## config.mk

```make
export PLATFORM = sky130hd
export DESIGN_NAME = tnef_stream_object_parser
export DESIGN_NICKNAME = d
export VERILOG_FILES = /design/src/design/tnef_pkg.sv /design/src/design/tnef_parse_core.sv /design/src/design/tnef_out_buf.sv /design/src/design/tnef_stream_object_parser.sv
export SDC_FILE = /design/constraint.sdc
export NUM_CORES = 1
export LEC_CHECK = 0
export ABC_AREA = 1
export BUFFER_PORTS_ARGS = -buffer_cell sky130_fd_sc_hd__buf_2
export CAP_MARGIN = 30
export CORE_MARGIN = 1.5
export CORE_UTILIZATION = 50
export DETAILED_ROUTE_END_ITERATION = 8
export GPL_TIMING_DRIVEN = 0
export PLACE_DENSITY_LB_ADDON = 0.08
export SLEW_MARGIN = 20
export SYNTH_ARGS = -nofsm -noshare
export SYNTH_HDL_FRONTEND = slang
export SYNTH_SLANG_ARGS = --single-unit
export TNS_END_PERCENT = 50
```

## constraint.sdc

```tcl
create_clock -name clk -period 28.5 [get_ports clk]
set_clock_uncertainty 0.1 [all_clocks]
set_input_delay 2.85 -clock clk [delete_from_list [all_inputs] [get_ports clk]]
set_output_delay 2.85 -clock clk [all_outputs]
set_load 0.01 [all_outputs]
```

## src/design/tnef_pkg.sv

```systemverilog
`timescale 1ns / 1ps
// ---------------------------------------------------------------------------
// tnef_pkg
// shared codes, types and widths of the attribute stream parser
// ---------------------------------------------------------------------------
package tnef_pkg;

    localparam int DATA_W   = 152;
    localparam int CIDX_W   = 8;
    localparam int CDATA_W  = 32;

    // parser phases
    localparam logic [2:0] PH_SIG      = 3'd0;
    localparam logic [2:0] PH_KEY      = 3'd1;
    localparam logic [2:0] PH_LEVEL    = 3'd2;
    localparam logic [2:0] PH_TYPENAME = 3'd3;
    localparam logic [2:0] PH_LENGTH   = 3'd4;
    localparam logic [2:0] PH_DATA     = 3'd5;
    localparam logic [2:0] PH_CHECK    = 3'd6;

    // result status codes
    localparam logic [2:0] ST_OK        = 3'd0;
    localparam logic [2:0] ST_MISMATCH  = 3'd1;
    localparam logic [2:0] ST_BAD_SIG   = 3'd2;
    localparam logic [2:0] ST_CLEAN_END = 3'd3;
    localparam logic [2:0] ST_EARLY_END = 3'd4;

    // configuration register indexes
    localparam logic [CIDX_W-1:0] CFG_SIGNATURE  = 8'd0;
    localparam logic [CIDX_W-1:0] CFG_ATT_LEVEL  = 8'd1;
    localparam logic [CIDX_W-1:0] CFG_RENDER_NAME = 8'd2;

    localparam logic [31:0] SIGNATURE_RST   = 32'h223E_9F78;
    localparam logic [7:0]  ATT_LEVEL_RST   = 8'd2;
    localparam logic [15:0] RENDER_NAME_RST = 16'h9002;

    typedef struct packed {
        logic [31:0] expected_signature;
        logic [7:0]  attachment_level;
        logic [15:0] render_data_name;
    } cfg_t;

    typedef struct packed {
        logic [2:0]  status;
        logic [7:0]  record_level;
        logic [15:0] record_type;
        logic [15:0] record_name;
        logic [31:0] record_length;
        logic [31:0] data_offset;
        logic [15:0] computed_sum;
        logic [15:0] header_key;
        logic [15:0] render_count;
    } result_t;

    typedef struct packed {
        logic       halted;
        logic [2:0] phase;
    } core_stat_t;

endpackage

```

## src/design/tnef_parse_core.sv

```systemverilog
`timescale 1ns / 1ps
// ---------------------------------------------------------------------------
// tnef_parse_core
// per-byte parser state and the result that each accepted byte causes
// ---------------------------------------------------------------------------
module tnef_parse_core
    import tnef_pkg::*;
(
    input  logic       clk,
    input  logic       rst_n,
    input  cfg_t       cfg,
    input  logic       accept,
    input  logic [7:0] data_byte,
    input  logic       end_of_stream,
    output logic       res_valid,
    output result_t    res,
    output core_stat_t stat
);

    logic [2:0]  phase_reg,   phase_next;
    logic [1:0]  idx_reg,     idx_next;
    logic [31:0] asm_reg,     asm_next;
    logic [7:0]  level_reg,   level_next;
    logic [31:0] tn_reg,      tn_next;
    logic [31:0] length_reg,  length_next;
    logic [31:0] remain_reg,  remain_next;
    logic [15:0] sum_reg,     sum_next;
    logic [31:0] offset_reg,  offset_next;
    logic [31:0] start_reg,   start_next;
    logic [15:0] key_reg,     key_next;
    logic [15:0] render_reg,  render_next;
    logic        halted_reg,  halted_next;

    logic [31:0] word;
    logic        ok;

    assign word = asm_reg | ({24'd0, data_byte} << {idx_reg, 3'b000});
    assign ok   = (word[15:0] == sum_reg);

    always_comb
    begin
        phase_next  = phase_reg;
        idx_next    = idx_reg;
        asm_next    = asm_reg;
        level_next  = level_reg;
        tn_next     = tn_reg;
        length_next = length_reg;
        remain_next = remain_reg;
        sum_next    = sum_reg;
        offset_next = offset_reg;
        start_next  = start_reg;
        key_next    = key_reg;
        render_next = render_reg;
        halted_next = halted_reg;
        res_valid   = 1'b0;
        res         = '0;
        res.header_key   = key_reg;
        res.render_count = render_reg;

        if (accept && !halted_reg)
        begin
            if (end_of_stream)
            begin
                res_valid   = 1'b1;
                res.status  = (phase_reg == PH_LEVEL) ? ST_CLEAN_END : ST_EARLY_END;
                halted_next = 1'b1;
            end
            else
            begin
                if (offset_reg != 32'hFFFF_FFFF)
                    offset_next = offset_reg + 32'd1;
                idx_next = idx_reg + 2'd1;
                asm_next = word;
                case (phase_reg)
                    PH_SIG:
                    begin
                        if (idx_reg == 2'd3)
                        begin
                            idx_next = 2'd0;
                            asm_next = 32'd0;
                            if (word != cfg.expected_signature)
                            begin
                                res_valid   = 1'b1;
                                res.status  = ST_BAD_SIG;
                                halted_next = 1'b1;
                            end
                            else
                                phase_next = PH_KEY;
                        end
                    end
                    PH_KEY:
                    begin
                        if (idx_reg == 2'd1)
                        begin
                            key_next   = word[15:0];
                            phase_next = PH_LEVEL;
                            idx_next   = 2'd0;
                            asm_next   = 32'd0;
                        end
                    end
                    PH_LEVEL:
                    begin
                        level_next = data_byte;
                        phase_next = PH_TYPENAME;
                        idx_next   = 2'd0;
                        asm_next   = 32'd0;
                    end
                    PH_TYPENAME:
                    begin
                        if (idx_reg == 2'd3)
                        begin
                            tn_next    = word;
                            phase_next = PH_LENGTH;
                            idx_next   = 2'd0;
                            asm_next   = 32'd0;
                        end
                    end
                    PH_LENGTH:
                    begin
                        if (idx_reg == 2'd3)
                        begin
                            length_next = word;
                            remain_next = word;
                            sum_next    = 16'd0;
                            start_next  = offset_next;
                            phase_next  = (word != 32'd0) ? PH_DATA : PH_CHECK;
                            idx_next    = 2'd0;
                            asm_next    = 32'd0;
                        end
                    end
                    PH_DATA:
                    begin
                        idx_next    = idx_reg;
                        asm_next    = asm_reg;
                        sum_next    = sum_reg + {8'd0, data_byte};
                        remain_next = remain_reg - 32'd1;
                        if (remain_reg == 32'd1)
                        begin
                            phase_next = PH_CHECK;
                            idx_next   = 2'd0;
                            asm_next   = 32'd0;
                        end
                    end
                    default:
                    begin
                        if (idx_reg == 2'd1)
                        begin
                            if (ok && level_reg == cfg.attachment_level &&
                                tn_reg[15:0] == cfg.render_data_name &&
                                render_reg != 16'hFFFF)
                                render_next = render_reg + 16'd1;
                            res_valid         = 1'b1;
                            res.status        = ok ? ST_OK : ST_MISMATCH;
                            res.record_level  = level_reg;
                            res.record_type   = tn_reg[31:16];
                            res.record_name   = tn_reg[15:0];
                            res.record_length = length_reg;
                            res.data_offset   = start_reg;
                            res.computed_sum  = sum_reg;
                            res.render_count  = render_next;
                            halted_next       = !ok;
                            phase_next        = PH_LEVEL;
                            idx_next          = 2'd0;
                            asm_next          = 32'd0;
                        end
                    end
                endcase
            end
        end
    end

    always_ff @(posedge clk or negedge rst_n)
    begin
        if (!rst_n)
        begin
            phase_reg  <= PH_SIG;
            idx_reg    <= '0;
            asm_reg    <= '0;
            level_reg  <= '0;
            tn_reg     <= '0;
            length_reg <= '0;
            remain_reg <= '0;
            sum_reg    <= '0;
            offset_reg <= '0;
            start_reg  <= '0;
            key_reg    <= '0;
            render_reg <= '0;
            halted_reg <= 1'b0;
        end
        else
        begin
            phase_reg  <= phase_next;
            idx_reg    <= idx_next;
            asm_reg    <= asm_next;
            level_reg  <= level_next;
            tn_reg     <= tn_next;
            length_reg <= length_next;
            remain_reg <= remain_next;
            sum_reg    <= sum_next;
            offset_reg <= offset_next;
            start_reg  <= start_next;
            key_reg    <= key_next;
            render_reg <= render_next;
            halted_reg <= halted_next;
        end
    end

    assign stat.halted = halted_reg;
    assign stat.phase  = phase_reg;

endmodule

```

## src/design/tnef_out_buf.sv

```systemverilog
`timescale 1ns / 1ps
// ---------------------------------------------------------------------------
// tnef_out_buf
// two-entry result register with skid slot for the master side
// ---------------------------------------------------------------------------
module tnef_out_buf
    import tnef_pkg::*;
(
    input  logic    clk,
    input  logic    rst_n,
    input  logic    push,
    input  result_t push_data,
    output logic    full,
    output logic    out_valid,
    input  logic    out_ready,
    output result_t out_data
);

    logic [1:0] cnt_reg, cnt_next;
    result_t    head_reg, head_next;
    result_t    tail_reg, tail_next;
    logic       pop;

    assign pop = (cnt_reg != 2'd0) && out_ready;

    always_comb
    begin
        cnt_next  = cnt_reg;
        head_next = head_reg;
        tail_next = tail_reg;
        if (pop)
        begin
            head_next = tail_reg;
            cnt_next  = cnt_reg - 2'd1;
        end
        if (push)
        begin
            if (cnt_next == 2'd0)
                head_next = push_data;
            else
                tail_next = push_data;
            cnt_next = cnt_next + 2'd1;
        end
    end

    always_ff @(posedge clk or negedge rst_n)
    begin
        if (!rst_n)
            cnt_reg <= 2'd0;
        else
            cnt_reg <= cnt_next;
    end

    always_ff @(posedge clk)
    begin
        head_reg <= head_next;
        tail_reg <= tail_next;
    end

    assign full      = (cnt_reg == 2'd2);
    assign out_valid = (cnt_reg != 2'd0);
    assign out_data  = head_reg;

endmodule

```

## src/design/tnef_stream_object_parser.sv

```systemverilog
`timescale 1ns / 1ps
// ---------------------------------------------------------------------------
// tnef_stream_object_parser
// attribute stream parser: signature, key and checksummed attribute records
// ---------------------------------------------------------------------------
// usage
//   s_* carries one stream byte per request in s_tdata, s_tuser marks the end
//   of the stream (byte then ignored). m_* carries one result per finished
//   record, bad signature or end of stream; m_tuser holds the status code.
//   cfg_* writes the signature, attachment level and render name registers;
//   cfg_ready is always high, write only while the parser is idle.
//   throughput: one byte per cycle while the output buffer is not full.
//   a result is registered into the output buffer and shows on m_* once earlier results are taken.
//   a two-entry output buffer lets input continue while m_tready is low;
//   s_tready drops only when both entries hold results.
//   reset clears the parser to the signature phase and empties the buffer;
//   registers return to their defaults. after a bad signature, a checksum
//   mismatch or any end mark the parser drops every byte until reset.
// ---------------------------------------------------------------------------
module tnef_stream_object_parser
    import tnef_pkg::*;
(
    input  logic               clk,
    input  logic               rst_n,
    input  logic               s_tvalid,
    output logic               s_tready,
    input  logic [7:0]         s_tdata,   // data_byte
    input  logic [0:0]         s_tuser,   // end_of_stream
    output logic               m_tvalid,
    input  logic               m_tready,
    // record_level, record_type, record_name, record_length, data_offset,
    // computed_sum, header_key, render_count
    output logic [DATA_W-1:0]  m_tdata,
    output logic [2:0]         m_tuser,   // status
    input  logic               cfg_valid,
    output logic               cfg_ready,
    input  logic [CIDX_W-1:0]  cfg_index,
    input  logic [CDATA_W-1:0] cfg_data
);

    cfg_t       cfg_reg;
    logic       accept;
    logic       res_valid;
    result_t    res;
    result_t    out_res;
    core_stat_t stat;
    logic       buf_full;

    assign cfg_ready = 1'b1;

    always_ff @(posedge clk or negedge rst_n)
    begin
        if (!rst_n)
        begin
            cfg_reg.expected_signature <= SIGNATURE_RST;
            cfg_reg.attachment_level   <= ATT_LEVEL_RST;
            cfg_reg.render_data_name   <= RENDER_NAME_RST;
        end
        else if (cfg_valid && cfg_ready)
        begin
            case (cfg_index)
                CFG_SIGNATURE:   cfg_reg.expected_signature <= cfg_data;
                CFG_ATT_LEVEL:   cfg_reg.attachment_level   <= cfg_data[7:0];
                CFG_RENDER_NAME: cfg_reg.render_data_name   <= cfg_data[15:0];
                default:         ;
            endcase
        end
    end

    assign s_tready = !buf_full;
    assign accept   = s_tvalid && s_tready;

    tnef_parse_core u_core (
        .clk           (clk),
        .rst_n         (rst_n),
        .cfg           (cfg_reg),
        .accept        (accept),
        .data_byte     (s_tdata),
        .end_of_stream (s_tuser[0]),
        .res_valid     (res_valid),
        .res           (res),
        .stat          (stat)
    );

    tnef_out_buf u_out (
        .clk       (clk),
        .rst_n     (rst_n),
        .push      (res_valid),
        .push_data (res),
        .full      (buf_full),
        .out_valid (m_tvalid),
        .out_ready (m_tready),
        .out_data  (out_res)
    );

    assign m_tuser = out_res.status;
    assign m_tdata = {out_res.render_count, out_res.header_key, out_res.computed_sum,
                      out_res.data_offset, out_res.record_length, out_res.record_name,
                      out_res.record_type, out_res.record_level};

    // no result once halted
    a_halted_silent: assert property (@(posedge clk) disable iff (!rst_n)
        stat.halted |-> !res_valid)
        else $error("result produced while halted");

    // bad signature only out of the signature phase
    a_badsig_phase: assert property (@(posedge clk) disable iff (!rst_n)
        (res_valid && res.status == ST_BAD_SIG) |-> (stat.phase == PH_SIG))
        else $error("bad signature outside signature phase");

    // a mismatch halts the parser
    a_mismatch_halts: assert property (@(posedge clk) disable iff (!rst_n)
        (res_valid && res.status == ST_MISMATCH) |=> stat.halted)
        else $error("parser not halted after checksum mismatch");

    // a new result is never lost in the buffer
    a_result_held: assert property (@(posedge clk) disable iff (!rst_n)
        res_valid |=> m_tvalid)
        else $error("result dropped");

endmodule
```

# Word-level counts from Yosys, hierarchy flattened
# Index checks and enable logic that the tools add are counted.
dict set report totals {
  output_inout_bits 158
  inputBits 54
  word_cells 156
  regBits 622
}
dict set report classes {
  add_sub_neg 7
  mux 52
  shift 1
  bitwise 3
  n_reduce_logical 33
  eq_ne 25
}
# operator count
set ops {}
lappend ops {{$mux W155} 3}
lappend ops {{$mux W123} 2}
lappend ops {{$mux W120} 2}
lappend ops {{$mux W32} 5}
lappend ops {{$mux W16} 6}
lappend ops {{$pmux W32 S3} 1}
lappend ops {{$pmux W32 S2} 1}
lappend ops {{$add A32 B1 Y32 const B} 1}
lappend ops {{$eq A16 B16 Y1} 2}
lappend ops {{$eq A32 B1 Y1 const B} 1}
lappend ops {{$ne A32 B32 Y1} 1}
lappend ops {{$ne A32 B32 Y1 const B} 1}
lappend ops {{$or A32 B32 Y32} 1}
lappend ops {{$pmux W16 S2} 1}
lappend ops {{$reduce_bool A32 Y1} 1}
lappend ops {{$shl A8 B5 Y32} 1}
lappend ops {{$sub A32 B1 Y32 const B} 1}
lappend ops {{$mux W3} 9}
lappend ops {{$add A16 B1 Y16 const B} 1}
lappend ops {{$add A16 B8 Y16} 1}
lappend ops {{$ne A16 B16 Y1 const B} 1}
lappend ops {{$reduce_and A4 Y1} 4}
lappend ops {{$pmux W3 S5} 1}
lappend ops {{$mux W2} 7}
lappend ops {{other kinds (33)} 66}

# Longest topological paths before layout
dict set report logic_depth {
  word_depth 13
  ltp_mapped 20
  mapped_depth_nobuf 17
}

# Hierarchy
# A second synthesis with hierarchy kept.
dict set report unflattened {
  cells_unflattened 3867
  area_unflattened_um2 30083.9
}
# mod seq_area_each_um2 cells_each instances area_each_um2
set modules_own_cells {}
lappend modules_own_cells {tnef_parse_core 6356.1 2100 1 14789.2}
lappend modules_own_cells {tnef_out_buf 7807.5 1508 1 12959.9}
lappend modules_own_cells {tnef_stream_object_parser 1427.6 259 1 2334.7}

# Worst setup path before layout
# Ideal clock, no wire load.
dict set report synth_timing {
  path_kind {input-to-reg}
  startpoint {input port m_tready}
  endpoint {register u_out.tail_reg[0] in the netlist's numbering (enable)}
  t_arrival_ns 10.592
  stages 8
  n_path_buf 2
  path_slack_ns 17.136
  setup_time_ns 0.673
  required_ns 27.727
  cell_sequence {nand2_1 buf_1 buf_1 nand2_1 o21ai_0 inv_1 ha_1 nor2_1}
}
dict set report synth_via {
  elab_chain_cells 5
}
# element line_no
set synth_rtl {}
lappend synth_rtl {{start, declared} tnef_stream_object_parser.sv:30} ;# input logic m_tready,
lappend synth_rtl {{$logic_and A1 B1 Y1} tnef_out_buf.sv:24} ;# assign pop = (cnt_reg != 2'd0) && out_ready;
lappend synth_rtl {{$mux W2} tnef_out_buf.sv:31} ;# if (pop)
lappend synth_rtl {{$logic_not A2 Y1} tnef_out_buf.sv:38} ;# if (cnt_next == 2'd0)
lappend synth_rtl {{$not A1 Y1 (no line)} -}
lappend synth_rtl {{$reduce_and A2 Y1 (no line)} -}
lappend synth_rtl {{end signal, assigned} tnef_out_buf.sv:57} ;# tail_reg <= tail_next;
lappend synth_rtl {{end, declared} tnef_out_buf.sv:21} ;# result_t tail_reg, tail_next;
# No other way between the ends.
# A chain may end at the register's enable or synchronous reset.

# Worst setup path in the final report
dict set report layout_timing {
  startpoint {input port m_tready}
  endpoint {register u_out.tail_reg[134] in the netlist's numbering (enable)}
}
# Same word-level chain as after synthesis.

==> metrics.log <==
INFO  metric cts_tree = built
INFO  metric switching_share = 21.0%
INFO  metric cts_htree_levels = 3
INFO  metric antenna_cells_inserted = 0
INFO  metric cts-buffers-inserted = 68
INFO  metric synth_edf_count = 155
INFO  metric post_cts_resize_count = 0
INFO  metric vdd_ir_drop_max = 0.0473 mV
INFO  metric layout.filler_cells = 5,125
INFO  metric cts.sinks = 622
INFO  metric io_buffers = 210
INFO  metric cp_slowest_cell = nor2_4
INFO  metric startpoint_type = input pin
INFO  metric share_seq_of_total_power = 50.0%
INFO  metric holdWs = 0.374 ns
INFO  metric floorplan.die.width = 242 microns
INFO  metric cell_internal_power_dissipation = 0.00145 W
INFO  metric pwr_density_cell = 55.3 mW/mm^2
INFO  metric status = complete, no violations
INFO  metric crit_family = buffers and inverters
INFO  metric post-dp-hpwl = 62.2 mm
INFO  metric grt_setup_unrepaired = false
INFO  metric period_minus_slack = 5.80 ns
INFO  metric fp.dieArea = 0.0586 sq mm
INFO  metric grt_max_degree = 87
INFO  metric via_count = 23,116
INFO  metric post-route-util = 58.6%
INFO  metric ys_warn_count = 0
INFO  metric design.final.nets = 3,637
INFO  metric globalRouteOverflowTotal = 0
INFO  metric timing.final.crit_share = 20.4%
INFO  metric switching_power = 0.000384 W
INFO  metric clock_tree.root_cell = clkbuf_16
INFO  metric chip_height = 242 microns
INFO  metric track_usage = 28.3%
INFO  metric antenna_found_initial = 4
INFO  metric drive_above_1_share = 16.3%
INFO  metric most-common-layout-cells = nand2_1 (1,025), inv_1 (369), dfrtp_1 (291)
INFO  metric insertion_delay = 0.61 ns
INFO  metric final-max-slew-violation-count = 0
INFO  metric path_class = in -> reg
INFO  metric cts_hold_buf = 0
INFO  metric timing.final.hold_violations = 0
INFO  metric comb_power_share = 1.9%
INFO  metric worstPathRequired = 28.71 ns
INFO  metric worst_slew_pin_slew = 0.908 ns
INFO  metric timing.critical_path.slowest_cell_delay = 0.49 ns
INFO  metric dr.first_iter.drc_count = 1,899
INFO  metric maxCapViolCount = 0
INFO  metric crit_buf_inv = 7
INFO  metric timing.setup.tns = 0 ns
INFO  metric static-leakage-power = 16.1 nW
INFO  metric ant_nets = 0
INFO  metric routabilityCongestion = 0.933
INFO  metric async_flop_share = 50.2%
INFO  metric timing.reg2reg.setup_slack = 24.35 ns
INFO  metric synth_seq_area_share = 54.5%
INFO  metric vias_per_cell = 5.29
INFO  metric num_rows = 87
INFO  metric synth_ff_type = dfrtp_1
INFO  metric floorplan.initialDensity = 50.6%
INFO  metric setup_viol = 0
INFO  metric design_power_total = 0.00183 W
INFO  metric mappedNetlistArea = 0.0286 sq mm
INFO  metric yosysUniqueCellTypes = 49
INFO  metric cp.arrival = 6.01 ns
INFO  metric pre_repair_dr_iteration_count = 6
INFO  metric first_pass_grt_wire_length = 129 mm
INFO  metric wl = 82.5 mm
INFO  metric hold_path_class = reg -> reg
INFO  metric maxClockFrequency = 172 MHz
INFO  metric ctsLongestPathBuffers = 3
INFO  metric synthToLayoutAreaGrowth = 15.7%
INFO  metric synth_nets = 3,346
INFO  metric remaining_drc_errors = 0
INFO  metric clock_pin_transition_on_the_worst_setup_and_hold_timing_paths = 0.06 ns
INFO  metric syn-instance-count = 3,273
INFO  metric vias_in_the_first_global_route = 22,424
INFO  metric layout.cells.most_common = nand2_1
INFO  metric path_cells = buf_2 > nand2_1 > buf_1 > buf_1 > nand2_1 > o21ai_0 > inv_1 > ha_1 > nor2_4 > buf_16 > buf_12 > buf_12
INFO  metric timing.max_slew.rel_slack = 38.9%
INFO  metric pwr-share-clk = 48.2%
INFO  metric worst-path-max-fanout = 24
INFO  metric post_synth.cell_area_avg = 8.74 sq um
INFO  metric postCtsSetupBuffers = 0
INFO  metric setup.worst_path.end_class = flip-flop
INFO  metric routed_wire_length_per_instance = 18.9 microns
INFO  metric synth-seq-cells = 622
INFO  metric core_area = 0.0565 sq mm
INFO  metric floorplan.io_pins = 212
-- power groups by stage --
stage	clock (W)	sequential, W	combinational (W)
floorplan	0	0.000931	0.0000130
global placement	0	0.000932	0.0000323
detailed placement	0	0.000932	0.0000344
CTS	0.000896	0.000915	0.0000345
global route	0.000935	0.000914	0.0000385
finish	0.000882	0.000915	0.0000341
-- cell usage after synthesis (2+ instances only) --
| cell type | count | share of area [%] |
|---|---|---|
| nand4_1 | 30 | 0.66 |
| inv_1 | 369 | 4.8 |
| dfxtp_1 | 155 | 11 |
| nand2_1 | 1025 | 13 |
| a211oi_1 | 32 | 0.84 |
| a31oi_1 | 5 | 0.11 |
| a21oi_1 | 51 | 0.89 |
| nor2_2 | 2 | 0.044 |
| dfstp_2 | 21 | 1.9 |
| nor4_1 | 19 | 0.42 |
| nand3b_1 | 7 | 0.18 |
| buf_6 | 25 | 0.98 |
| nor2_4 | 2 | 0.079 |
| xor2_1 | 42 | 1.3 |
| nor2_1 | 277 | 3.6 |
| edfxtp_1 | 155 | 16 |
| o31ai_1 | 4 | 0.11 |
| buf_1 | 3 | 0.039 |
| dfrtp_1 | 291 | 25 |
| clkbuf_1 | 87 | 1.1 |
| or2_2 | 2 | 0.044 |
| mux2_2 | 162 | 6.4 |
| inv_6 | 2 | 0.061 |
| buf_2 | 10 | 0.18 |
| nand3_1 | 102 | 1.8 |
| o21ai_1 | 4 | 0.070 |
| o221ai_1 | 2 | 0.061 |
| o21ai_0 | 258 | 4.5 |
| nand2_2 | 12 | 0.26 |
| ha_1 | 18 | 0.79 |
| nor3_1 | 24 | 0.42 |
| o22ai_1 | 18 | 0.39 |
| nand3_2 | 13 | 0.46 |
| xnor2_1 | 18 | 0.55 |
| inv_2 | 4 | 0.052 |
| and2_1 | 2 | 0.044 |
| buf_4 | 8 | 0.21 |
-- area by class of cell --
class                      count  area [sq um]  share of cell area, %
sequential                   622         15600                   47.1
clock inverter                19           194                  0.586
multi-input combinational   2141         10800                   32.8
clock buffer                 104          2020                   6.11
tap                          756           946                   2.86
inverter                     376          1420                   4.30
buffer                       134           746                   2.25
timing repair buffer         221          1320                   3.99
-- stage by stage --
stage	std cells	area, sq um	worst slack (ns)
after floorplan	3273	28600	17.14
after global placement	4239	30600	12.57
after detailed placement	4250	30900	22.02
after CTS	4373	33100	22.63
after global routing	4373	33100	22.43
final	4373	33100	22.70
-- metal layers --
| layer | vias up | track usage (%) | share of wire, % |
|---|---|---|---|
| met3 | 183 | 4.76 | 6.1 |
| met1 | 11107 | 40.0 | 45 |
| met2 | 729 | 43.6 | 45 |
| met5 | - | 0 | 0.047 |
| met4 | 6 | 11.0 | 3.8 |
| li1 | 11091 | - | - |
-- cell families (layout without fill, tap and decap cells) --
| group | count (synthesis) | in the layout | synth area share [%] |
|---|---|---|---|
| fa+ha+maj | 19 | 19 | 0.858 |
| simple gates | 1520 | 1520 | 21.6 |
| buf+inv | 510 | 854 | 7.58 |
| other cells | 1 | 1 | 0.0131 |
| compound gates | 378 | 378 | 7.11 |
| xor+xnor | 61 | 61 | 1.89 |
| flops | 622 | 622 | 54.5 |
| mux | 162 | 162 | 6.38 |
-- worst paths after layout --
kind / depth (start not counted) / startpoint / end
min reg2reg: 0 / u_core.key_reg[14] / u_out.tail_reg[30]
max reg2reg: 14 / u_out.cnt_reg[0] / u_out.tail_reg[134]
min: 0 / u_core.key_reg[14] / u_out.tail_reg[30]
max: 12 / m_tready / u_out.tail_reg[134]
max in group asynchronous: 3 / rst_n / u_core.offset_reg[22]
min in group asynchronous: 1 / rst_n / u_core.tn_reg[22]
Power figures use the tool's default switching activity.
